## config.mk

```make
export PLATFORM = sky130hd
export DESIGN_NAME = portal_packet_prefilter_top_flat
export DESIGN_NICKNAME = d
export VERILOG_FILES = /design/src/rtl/core/ppf_pkg.sv /design/src/rtl/core/ppf_if.sv /design/src/rtl/core/portal_packet_prefilter_top.sv /design/src/flat_wrapper.sv
export SDC_FILE = /design/constraint.sdc
export NUM_CORES = 1
export LEC_CHECK = 0
export BUFFER_PORTS_ARGS = -buffer_cell sky130_fd_sc_hd__buf_2
export CAP_MARGIN = 10
export CELL_PAD_IN_SITES_DETAIL_PLACEMENT = 1
export CELL_PAD_IN_SITES_GLOBAL_PLACEMENT = 2
export CORE_MARGIN = 2
export CORE_UTILIZATION = 41
export CTS_CLUSTER_DIAMETER = 100
export DETAILED_ROUTE_END_ITERATION = 8
export PLACE_DENSITY_LB_ADDON = 0.1
export SYNTH_ARGS = -nofsm -noshare
export SYNTH_HDL_FRONTEND = slang
export SYNTH_SLANG_ARGS = --single-unit
```

## constraint.sdc

```tcl
create_clock -name clk -period 17.6 [get_ports clk]
set_input_delay 3.52 -clock clk [delete_from_list [all_inputs] [get_ports clk]]
set_output_delay 3.52 -clock clk [all_outputs]
set_load 0.005 [all_outputs]
```

## src/rtl/core/ppf_pkg.sv

```systemverilog
// ----------------------------------------------------------------------------
// ppf_pkg
// Shared types, constants and helper functions for the portal packet
// prefilter: verdict reason codes, protocol numbers and address checks.
// ----------------------------------------------------------------------------
`default_nettype none

package ppf_pkg;

  // verdict reason codes
  typedef enum logic [3:0] {
    RSN_DISABLED  = 4'd0,
    RSN_NOT_IPV4  = 4'd1,
    RSN_OTHER     = 4'd2,
    RSN_SPECIAL   = 4'd3,
    RSN_TCP_CTL   = 4'd4,
    RSN_NOT_GET   = 4'd5,
    RSN_DNS_DHCP  = 4'd6,
    RSN_CANDIDATE = 4'd7,
    RSN_TRUNC     = 4'd8
  } reason_t;

  // configuration register indexes
  localparam logic REG_CONFIG_READY = 1'b0;
  localparam logic REG_BYPASS_ALL   = 1'b1;

  localparam int unsigned AddrW = 3;
  localparam int unsigned DataW = 32;

  // ip protocol numbers and ports
  localparam logic [7:0]  PROTO_ICMP = 8'd1;
  localparam logic [7:0]  PROTO_TCP  = 8'd6;
  localparam logic [7:0]  PROTO_UDP  = 8'd17;
  localparam logic [15:0] PORT_DNS   = 16'd53;
  localparam logic [15:0] PORT_DHCP  = 16'd67;
  localparam logic [2:0]  MATCH_LEN  = 3'd4;

  // byte positions in the ip header
  localparam logic [15:0] POS_TLEN_HI  = 16'd2;
  localparam logic [15:0] POS_TLEN_LO  = 16'd3;
  localparam logic [15:0] POS_PROTO    = 16'd9;
  localparam logic [15:0] POS_SRC_LO   = 16'd12;
  localparam logic [15:0] POS_SRC_HI   = 16'd15;
  localparam logic [15:0] POS_DST_LO   = 16'd16;
  localparam logic [15:0] POS_DST_HI   = 16'd19;
  localparam logic [15:0] MIN_PROTO_CNT = 16'd10;
  localparam logic [15:0] MIN_HDR_CNT   = 16'd20;
  localparam logic [5:0]  MIN_HDR_BYTES = 6'd20;

  // offsets relative to the transport header
  localparam logic [15:0] OFF_PORT_HI = 16'd2;
  localparam logic [15:0] OFF_PORT_LO = 16'd3;
  localparam logic [15:0] OFF_TCP_DO  = 16'd12;
  localparam logic [15:0] OFF_TCP_FLG = 16'd13;
  localparam logic [15:0] OFF_TCP_END = 16'd14;
  localparam logic [15:0] OFF_UDP_END = 16'd4;

  localparam logic [15:0] IDX_MAX = 16'hFFFF;

  // "GET " one character at a time
  function automatic logic [7:0] get_char(input logic [1:0] idx);
    logic [7:0] c;
    case (idx)
      2'd0:    c = 8'h47;
      2'd1:    c = 8'h45;
      2'd2:    c = 8'h54;
      default: c = 8'h20;
    endcase
    return c;
  endfunction

  // fold lower-case ascii letters to upper case
  function automatic logic [7:0] to_upper(input logic [7:0] b);
    logic [7:0] u;
    u = b;
    if (b >= 8'h61 && b <= 8'h7A) u = b - 8'd32;
    return u;
  endfunction

  // limited broadcast, loopback, multicast or zero-net
  function automatic logic special_addr(input logic [31:0] a);
    logic s;
    s = (a == 32'hFFFF_FFFF) || (a[31:24] == 8'h7F) ||
        (a[31:28] == 4'hE) || (a[31:24] == 8'h00);
    return s;
  endfunction

endpackage

`default_nettype wire

```

## src/rtl/core/ppf_if.sv

```systemverilog
// ----------------------------------------------------------------------------
// ppf_if
// Valid/ready channel interfaces: packet bytes in, verdicts out.
// ----------------------------------------------------------------------------
`default_nettype none

interface ppf_in_if;
  logic       valid;
  logic       ready;
  logic [7:0] data_byte;
  logic       first_byte;
  logic       last_byte;
  logic       is_ipv4_frame;

  modport source (output valid, data_byte, first_byte, last_byte, is_ipv4_frame,
                  input ready);
  modport sink   (input valid, data_byte, first_byte, last_byte, is_ipv4_frame,
                  output ready);
endinterface

interface ppf_out_if;
  logic       valid;
  logic       ready;
  logic       needs_auth;
  logic [3:0] pass_reason;

  modport source (output valid, needs_auth, pass_reason, input ready);
  modport sink   (input valid, needs_auth, pass_reason, output ready);
endinterface

`default_nettype wire

```

## src/rtl/core/portal_packet_prefilter_top.sv

```systemverilog
// ----------------------------------------------------------------------------
// portal_packet_prefilter_top
// Byte-serial IPv4 prefilter: captures header fields per packet and gives a
// pass / authenticate verdict on each packet's last byte.
// ----------------------------------------------------------------------------
// the verdict is registered in the cycle after the last byte is accepted
// throughput: one byte per cycle unless a verdict waits on out_ch.ready;
//   the field capture and verdict logic sit between the byte-position state
//   and the one-entry output register
// reset: synchronous active-low rst_n clears the byte position, the output
//   valid and both configuration bits; no clearing pass
`default_nettype none

module portal_packet_prefilter_top (
  input  wire logic                      clk,
  input  wire logic                      rst_n,
  ppf_in_if.sink                         in_ch,
  ppf_out_if.source                      out_ch,
  input  wire logic                      psel,
  input  wire logic                      penable,
  input  wire logic                      pwrite,
  input  wire logic [ppf_pkg::AddrW-1:0] paddr,
  input  wire logic [ppf_pkg::DataW-1:0] pwdata,
  output logic      [ppf_pkg::DataW-1:0] prdata,
  output logic                           pready
);

  // configuration registers
  logic cfg_ready_r, bypass_r;
  logic cfg_wr;

  assign pready = 1'b1;
  assign cfg_wr = psel && penable && pwrite;

  always_ff @(posedge clk) begin
    if (!rst_n) begin
      cfg_ready_r <= 1'b0;
      bypass_r    <= 1'b0;
    end else if (cfg_wr) begin
      if (paddr[2] == ppf_pkg::REG_CONFIG_READY) cfg_ready_r <= pwdata[0];
      if (paddr[2] == ppf_pkg::REG_BYPASS_ALL)   bypass_r    <= pwdata[0];
    end
  end

  // register readback
  always_comb begin
    prdata = '0;
    if (paddr[2] == ppf_pkg::REG_CONFIG_READY) prdata[0] = cfg_ready_r;
    else                                       prdata[0] = bypass_r;
  end

  // output register and handshake
  logic            out_valid_r, out_auth_r;
  ppf_pkg::reason_t out_reason_r;
  logic            in_acc;

  assign in_ch.ready       = !out_valid_r || out_ch.ready;
  assign in_acc            = in_ch.valid && in_ch.ready;
  assign out_ch.valid      = out_valid_r;
  assign out_ch.needs_auth = out_auth_r;
  assign out_ch.pass_reason = out_reason_r;

  // per-packet state
  logic [15:0] idx_r, idx_nxt;
  logic        v4_r, v4_nxt;
  logic [5:0]  ihl_r, ihl_nxt;
  logic [15:0] tlen_r, tlen_nxt;
  logic [7:0]  proto_r, proto_nxt;
  logic [31:0] src_r, src_nxt;
  logic [31:0] dst_r, dst_nxt;
  logic [5:0]  tcph_r, tcph_nxt;
  logic        ctl_r, ctl_nxt;
  logic [15:0] uport_r, uport_nxt;
  logic [2:0]  gm_r, gm_nxt;

  logic        start;
  logic [15:0] p, cnt, h16;
  logic [7:0]  b;
  logic [15:0] ps16;

  // capture the current byte into the packet fields
  always_comb begin
    b     = in_ch.data_byte;
    start = in_ch.first_byte || (idx_r == '0);
    p     = start ? '0 : idx_r;

    v4_nxt    = start ? in_ch.is_ipv4_frame : v4_r;
    ihl_nxt   = start ? '0 : ihl_r;
    tlen_nxt  = start ? '0 : tlen_r;
    proto_nxt = start ? '0 : proto_r;
    src_nxt   = start ? '0 : src_r;
    dst_nxt   = start ? '0 : dst_r;
    tcph_nxt  = start ? '0 : tcph_r;
    ctl_nxt   = start ? 1'b0 : ctl_r;
    uport_nxt = start ? '0 : uport_r;
    gm_nxt    = start ? '0 : gm_r;

    h16  = {10'd0, ihl_nxt};
    ps16 = h16 + {10'd0, tcph_nxt} + {13'd0, gm_nxt};

    if (p != ppf_pkg::IDX_MAX) begin
      if (p == '0) begin
        ihl_nxt = {b[3:0], 2'b00};
      end else begin
        if (p == ppf_pkg::POS_TLEN_HI) tlen_nxt[15:8] = b;
        if (p == ppf_pkg::POS_TLEN_LO) tlen_nxt[7:0]  = b;
        if (p == ppf_pkg::POS_PROTO)   proto_nxt      = b;
        if (p >= ppf_pkg::POS_SRC_LO && p <= ppf_pkg::POS_SRC_HI)
          src_nxt = {src_nxt[23:0], b};
        if (p >= ppf_pkg::POS_DST_LO && p <= ppf_pkg::POS_DST_HI)
          dst_nxt = {dst_nxt[23:0], b};
        if (p == h16 + ppf_pkg::OFF_TCP_DO)  tcph_nxt = {b[7:4], 2'b00};
        if (p == h16 + ppf_pkg::OFF_TCP_FLG) ctl_nxt  = (b[2:0] != 3'd0);
        if (p == h16 + ppf_pkg::OFF_PORT_HI) uport_nxt[15:8] = b;
        if (p == h16 + ppf_pkg::OFF_PORT_LO) uport_nxt[7:0]  = b;
        // payload match; the data offset byte never lands on a payload slot
        if (tcph_r >= ppf_pkg::MIN_HDR_BYTES && !start &&
            gm_r < ppf_pkg::MATCH_LEN && p == ps16) begin
          if (ppf_pkg::to_upper(b) == ppf_pkg::get_char(gm_r[1:0]))
            gm_nxt = gm_r + 3'd1;
        end
      end
    end

    cnt = (p == ppf_pkg::IDX_MAX) ? ppf_pkg::IDX_MAX : p + 16'd1;

    if (in_ch.last_byte)               idx_nxt = '0;
    else if (p != ppf_pkg::IDX_MAX)    idx_nxt = p + 16'd1;
    else                               idx_nxt = p;
  end

  // verdict from the updated fields
  ppf_pkg::reason_t rsn;
  logic [15:0]      hn16;
  logic [16:0]      pay_end;

  always_comb begin
    hn16    = {10'd0, ihl_nxt};
    pay_end = {11'd0, ihl_nxt} + {11'd0, tcph_nxt} + {14'd0, ppf_pkg::MATCH_LEN};
    if (!cfg_ready_r || bypass_r)                     rsn = ppf_pkg::RSN_DISABLED;
    else if (!v4_nxt)                                 rsn = ppf_pkg::RSN_NOT_IPV4;
    else if (cnt < ppf_pkg::MIN_PROTO_CNT)            rsn = ppf_pkg::RSN_TRUNC;
    else if (proto_nxt != ppf_pkg::PROTO_TCP && proto_nxt != ppf_pkg::PROTO_UDP &&
             proto_nxt != ppf_pkg::PROTO_ICMP)        rsn = ppf_pkg::RSN_OTHER;
    else if (cnt < ppf_pkg::MIN_HDR_CNT || ihl_nxt < ppf_pkg::MIN_HDR_BYTES)
                                                      rsn = ppf_pkg::RSN_TRUNC;
    else if (ppf_pkg::special_addr(src_nxt) || ppf_pkg::special_addr(dst_nxt))
                                                      rsn = ppf_pkg::RSN_SPECIAL;
    else if (proto_nxt == ppf_pkg::PROTO_TCP) begin
      if (cnt < hn16 + ppf_pkg::OFF_TCP_END)          rsn = ppf_pkg::RSN_TRUNC;
      else if (ctl_nxt)                               rsn = ppf_pkg::RSN_TCP_CTL;
      else if (tcph_nxt < ppf_pkg::MIN_HDR_BYTES)     rsn = ppf_pkg::RSN_TRUNC;
      else if ({1'b0, tlen_nxt} < pay_end)            rsn = ppf_pkg::RSN_NOT_GET;
      else if ({1'b0, cnt} < pay_end)                 rsn = ppf_pkg::RSN_TRUNC;
      else if (gm_nxt < ppf_pkg::MATCH_LEN)           rsn = ppf_pkg::RSN_NOT_GET;
      else                                            rsn = ppf_pkg::RSN_CANDIDATE;
    end else if (proto_nxt == ppf_pkg::PROTO_UDP) begin
      if (cnt < hn16 + ppf_pkg::OFF_UDP_END)          rsn = ppf_pkg::RSN_TRUNC;
      else if (uport_nxt == ppf_pkg::PORT_DNS || uport_nxt == ppf_pkg::PORT_DHCP)
                                                      rsn = ppf_pkg::RSN_DNS_DHCP;
      else                                            rsn = ppf_pkg::RSN_CANDIDATE;
    end else                                          rsn = ppf_pkg::RSN_CANDIDATE;
  end

  // state update on each accepted byte
  always_ff @(posedge clk) begin
    if (!rst_n) begin
      idx_r <= '0;
    end else if (in_acc) begin
      idx_r <= idx_nxt;
    end
  end

  always_ff @(posedge clk) begin
    if (in_acc) begin
      v4_r    <= v4_nxt;
      ihl_r   <= ihl_nxt;
      tlen_r  <= tlen_nxt;
      proto_r <= proto_nxt;
      src_r   <= src_nxt;
      dst_r   <= dst_nxt;
      tcph_r  <= tcph_nxt;
      ctl_r   <= ctl_nxt;
      uport_r <= uport_nxt;
      gm_r    <= gm_nxt;
    end
  end

  // result register
  always_ff @(posedge clk) begin
    if (!rst_n) begin
      out_valid_r <= 1'b0;
    end else if (in_acc && in_ch.last_byte) begin
      out_valid_r <= 1'b1;
    end else if (out_ch.ready) begin
      out_valid_r <= 1'b0;
    end
  end

  always_ff @(posedge clk) begin
    if (in_acc && in_ch.last_byte) begin
      out_auth_r   <= (rsn == ppf_pkg::RSN_CANDIDATE);
      out_reason_r <= rsn;
    end
  end

  // checks
  a_auth_only_candidate: assert property (@(posedge clk) disable iff (!rst_n)
    out_valid_r |-> (out_auth_r == (out_reason_r == ppf_pkg::RSN_CANDIDATE)))
    else $error("needs_auth disagrees with pass_reason");

  a_last_rewinds: assert property (@(posedge clk) disable iff (!rst_n)
    in_acc && in_ch.last_byte |=> idx_r == '0)
    else $error("byte position not rewound after last byte");

  a_last_gives_result: assert property (@(posedge clk) disable iff (!rst_n)
    in_acc && in_ch.last_byte |=> out_valid_r)
    else $error("last byte produced no verdict");

  a_stall_only_when_full: assert property (@(posedge clk) disable iff (!rst_n)
    !in_ch.ready |-> out_valid_r && !out_ch.ready)
    else $error("input stalled without a pending verdict");

  a_gm_bounded: assert property (@(posedge clk) disable iff (!rst_n)
    gm_r <= ppf_pkg::MATCH_LEN || idx_r == '0)
    else $error("payload match count out of range");

endmodule

`default_nettype wire
```

## src/flat_wrapper.sv

```systemverilog
// flat-port wrapper written by rule: the top's interface ports become plain ports
module portal_packet_prefilter_top_flat 
  (clk, rst_n, psel, penable, pwrite, paddr, pwdata, prdata, pready, in_ch_valid, in_ch_data_byte, in_ch_first_byte, in_ch_last_byte, in_ch_is_ipv4_frame, in_ch_ready, out_ch_valid, out_ch_needs_auth, out_ch_pass_reason, out_ch_ready);
  ppf_in_if in_ch_i ();
  ppf_out_if out_ch_i ();
  input  wire logic clk;
  input  wire logic rst_n;
  input  wire logic psel;
  input  wire logic penable;
  input  wire logic pwrite;
  input  wire logic [ppf_pkg::AddrW-1:0] paddr;
  input  wire logic [ppf_pkg::DataW-1:0] pwdata;
  output logic      [ppf_pkg::DataW-1:0] prdata;
  output logic pready;
  input wire logic [$bits(in_ch_i.valid)-1:0] in_ch_valid;
  input wire logic [$bits(in_ch_i.data_byte)-1:0] in_ch_data_byte;
  input wire logic [$bits(in_ch_i.first_byte)-1:0] in_ch_first_byte;
  input wire logic [$bits(in_ch_i.last_byte)-1:0] in_ch_last_byte;
  input wire logic [$bits(in_ch_i.is_ipv4_frame)-1:0] in_ch_is_ipv4_frame;
  output wire logic [$bits(in_ch_i.ready)-1:0] in_ch_ready;
  output wire logic [$bits(out_ch_i.valid)-1:0] out_ch_valid;
  output wire logic [$bits(out_ch_i.needs_auth)-1:0] out_ch_needs_auth;
  output wire logic [$bits(out_ch_i.pass_reason)-1:0] out_ch_pass_reason;
  input wire logic [$bits(out_ch_i.ready)-1:0] out_ch_ready;
  assign in_ch_i.valid = in_ch_valid;
  assign in_ch_i.data_byte = in_ch_data_byte;
  assign in_ch_i.first_byte = in_ch_first_byte;
  assign in_ch_i.last_byte = in_ch_last_byte;
  assign in_ch_i.is_ipv4_frame = in_ch_is_ipv4_frame;
  assign in_ch_ready = in_ch_i.ready;
  assign out_ch_valid = out_ch_i.valid;
  assign out_ch_needs_auth = out_ch_i.needs_auth;
  assign out_ch_pass_reason = out_ch_i.pass_reason;
  assign out_ch_i.ready = out_ch_ready;
  portal_packet_prefilter_top u_core (.clk(clk), .rst_n(rst_n), .in_ch(in_ch_i), .out_ch(out_ch_i), .psel(psel), .penable(penable), .pwrite(pwrite), .paddr(paddr), .pwdata(pwdata), .prdata(prdata), .pready(pready));
endmodule
```

==> flow_metrics.tcl <==
set metrics [dict create \
    syn_avg_cell_area_sq_um 8.78 \
    pin_count 93 \
    critPathLaunchType "primary input" \
    avgRoutedWirePerCell_um 21.9 \
    yosys_warnings 0 \
    muxShareOfSynthArea_pct 1.80 \
    dr.pass1.iters 5 \
    worstHoldStart "u_core.cfg_ready_r" \
    arrival_ps 10700 \
    area_growth_syn_to_layout_pct 7.37 \
    r2r_setup_slack_ps 9160 \
    drive_above_1_share_pct 8.58 \
    max_stage_delay_ps 550 \
    initial_utilization_pct 41.4 \
    ir_worst_vdd_v 0.0000505 \
    cts_tree "built" \
    place.gp.congestion 0.882 \
    synth_xor_area_share_pct 3.56 \
    post-place-ws_ps 6740 \
    slew_violations 0 \
    rr_startpoint "u_core.idx_r[0]" \
    clk_latency_ps 440 \
    synth_top_area_cell "edfxtp_1" \
    synth_edf_count 126 \
    fmax_ghz 0.0960 \
    synth_cell_types 89 \
    syn_inst 1261 \
    ctsResizeCount 0 \
    seqCellArea_sq_um 4160 \
    rows 60 \
    coreArea_sq_um 26700 \
    synth_top_area_share_pct 34.2 \
    path_class "in2reg" \
    ys.flop_type "edfxtp_1" \
    tns_ps 0 \
    drc 0 \
    synth_compound_area_share_pct 18.7 \
    cp_slowest_cell "o311ai_1" \
    powerDensity_nw_per_um2 73.5 \
    worstSetupEndpointType "flip-flop" \
    drt_iter0_markers 715 \
    via_per_inst 5.97 \
    synth_fa_ha_area_share_pct 7.33 \
    grt_pass1_wl_um 54900 \
    postCtsHoldBufs 0 \
    synth_seq_cells 145 \
    die-height_um 168 \
    p_leak_nw 4.44 \
    synth_area_sq_um 11100 \
    cp_max_fo 23 \
    synthSimpleGateAreaFrac_pct 24.0 \
    cts_buffer_depth 2 \
    dpl.hpwl_um 24600 \
    die_area_sq_um 28300 \
    design_area_sq_um 11900 \
    synth_top_family_by_area "simple AND/OR/NAND/NOR gates" \
    routed_wirelength_um 34800 \
    hold_depth 2 \
    num_antenna_cells 0 \
    cts-root-buf "clkbuf_16" \
    antenna_found_initial 0 \
    ant_nets 0 \
    maxCapViolations 0 \
    worstHoldPathType "reg2reg" \
    tightest_slew_ps 1120 \
    grt_max_degree 66 \
    cts.clk_slew.worst_paths_ps 80 \
    finClkSkew_ps 16.8 \
    r2r_cells 30 \
    run_status "completed" \
    clock_sinks 145 \
    yosys-top-cells-area "edfxtp_1 (34%), nand2_1 (7.1%), ha_1 (6.8%), a21oi_1 (4.7%), dfxtp_1 (3.4%)" \
    p_total_uw 874 \
    track_usage_pct 25.0 \
    place_area_sq_um 11300 \
    r2r_end "u_core.out_ch.pass_reason[3]" \
    min_to "u_core.cfg_ready_r" \
    via_count 9478 \
    post_cts_buffers 0 \
    overflow 0 \
    finalCritPeriodShare_pct 59.2 \
    numCtsBuffers 17 \
    hold_viol 0 \
    fin_ws_ps 7190 \
    die_w_um 168 \
    min_period_ps 10410 \
    multi_input_area_sq_um 6290 \
    rsz0062_at_grt "false" \
    ys_async_sr_fraction_pct 0 \
    finalSetupViolCount 0 \
    fill_cells 3151 \
    fin_nets 1350 \
    grt_pass1_vias 9462 \
    htree_levels 4 \
    io_buffers 27 \
    timing.slew.headroom_pct 25.2 \
    synth-seq-area-share_pct 37.6 \
    critPathRequiredTime_ps 17890 \
]
## per-layer routing
metal / track usage, % / part of all wire [%] / wire (um)
met1: 33.7 / 46 / 16100
met2: 41.1 / 48 / 16600
met3: 3.50 / 3.5 / 1220
met4: 8.66 / 2.8 / 987
met5: 0 / 0 / 0
## worst max-delay path: cells and delay by family
family / cells / cell delay (ps)
AOI/OAI and AO/OA: 8 / 1640
adders and majority gates: 4 / 1310
xor gates and xnor gates: 2 / 710
and+or+nand+nor: 12 / 2440
buffers and inverters: 4 / 1050
## logic make-up after synthesis
kind of cell | count (synthesis)
AND/OR/NAND/NOR | 518
AO/OA/AOI/OAI | 310
buffers and inverters | 159
flip-flops | 145
adder cells (fa/ha/maj) | 63
XOR/XNOR | 45
multiplexers | 19
other | 2
## worst max-delay path by stage
| stage | from | end | cells past startpoint |
|---|---|---|---|
| 2_1_floorplan | in_ch_first_byte | u_core.out_ch.pass_reason[3] | 28 |
| 3_3_place_gp | in_ch_first_byte | u_core.out_ch.pass_reason[3] | 28 |
| 3_5_place_dp | in_ch_first_byte | u_core.out_ch.pass_reason[3] | 28 |
| 4_1_cts | in_ch_first_byte | u_core.out_ch.pass_reason[3] | 28 |
| 5_1_grt | in_ch_first_byte | u_core.out_ch.pass_reason[3] | 30 |
| 6_report | in_ch_first_byte | u_core.out_ch.pass_reason[3] | 30 |
## cell usage after synthesis, drive strengths merged, types with 34 or more instances
cell type	number
o21ai	65
nor3	34
nor2	46
nand3	44
buf	63
inv	43
clkbuf	52
nand4	37
edfxtp	126
ha	60
a21oi	105
nand2	209
## state kept, by name, summed over array words and instances, names as in the netlist
signal                     flops
u_core.ihl_r                   6
u_core.gm_r                    3
u_core.bypass_r                1
u_core.ctl_r                   1
u_core.cfg_ready_r             1
u_core.out_ch.needs_auth       1
u_core.tcph_r                  6
u_core.idx_r                  16
u_core.dst_r                  32
u_core.proto_r                 8
u_core.out_ch.pass_reason      4
u_core.tlen_r                 16
u_core.v4_r                    1
u_core.out_ch.valid            1
u_core.src_r                  32
u_core.uport_r                16
## per-stage QoR
step / hold WS (ps) / utilization, % / std cells
floorplan: 468 / - / 1291
global placement: 492 / 42.2 / 1556
detailed placement: 504 / 42.2 / 1556
CTS: 516 / 44.5 / 1588
global route: 541 / 44.5 / 1588
finish: 507 / 44.5 / 1588
## cell usage in the layout (no fill, tap or decap), drive strengths merged, types with 37 or more instances in the layout
cell	instances
buf	39
nand2	209
nand3	44
o21ai	65
a21oi	105
nor2	46
ha	60
nand4	37
edfxtp	126
inv	50
## report_power, final
group | leakage (nW) | switching (mW) | total (mW) | internal (mW)
Combinational | 2.72 | 0.0618 | 0.0904 | 0.0285
Clock | 0.289 | 0.185 | 0.378 | 0.193
Sequential | 1.44 | 0.0148 | 0.405 | 0.391
## final cells by class
class,instances,area share [%]
clock buffer,17,3.58
clock inverter,15,1.53
tap,341,3.59
inverter,44,1.41
sequential,145,35.0
multi-input combinational,987,53.0
timing repair buffer,39,1.90
Note: power is estimated with default switching activity, not from simulation.
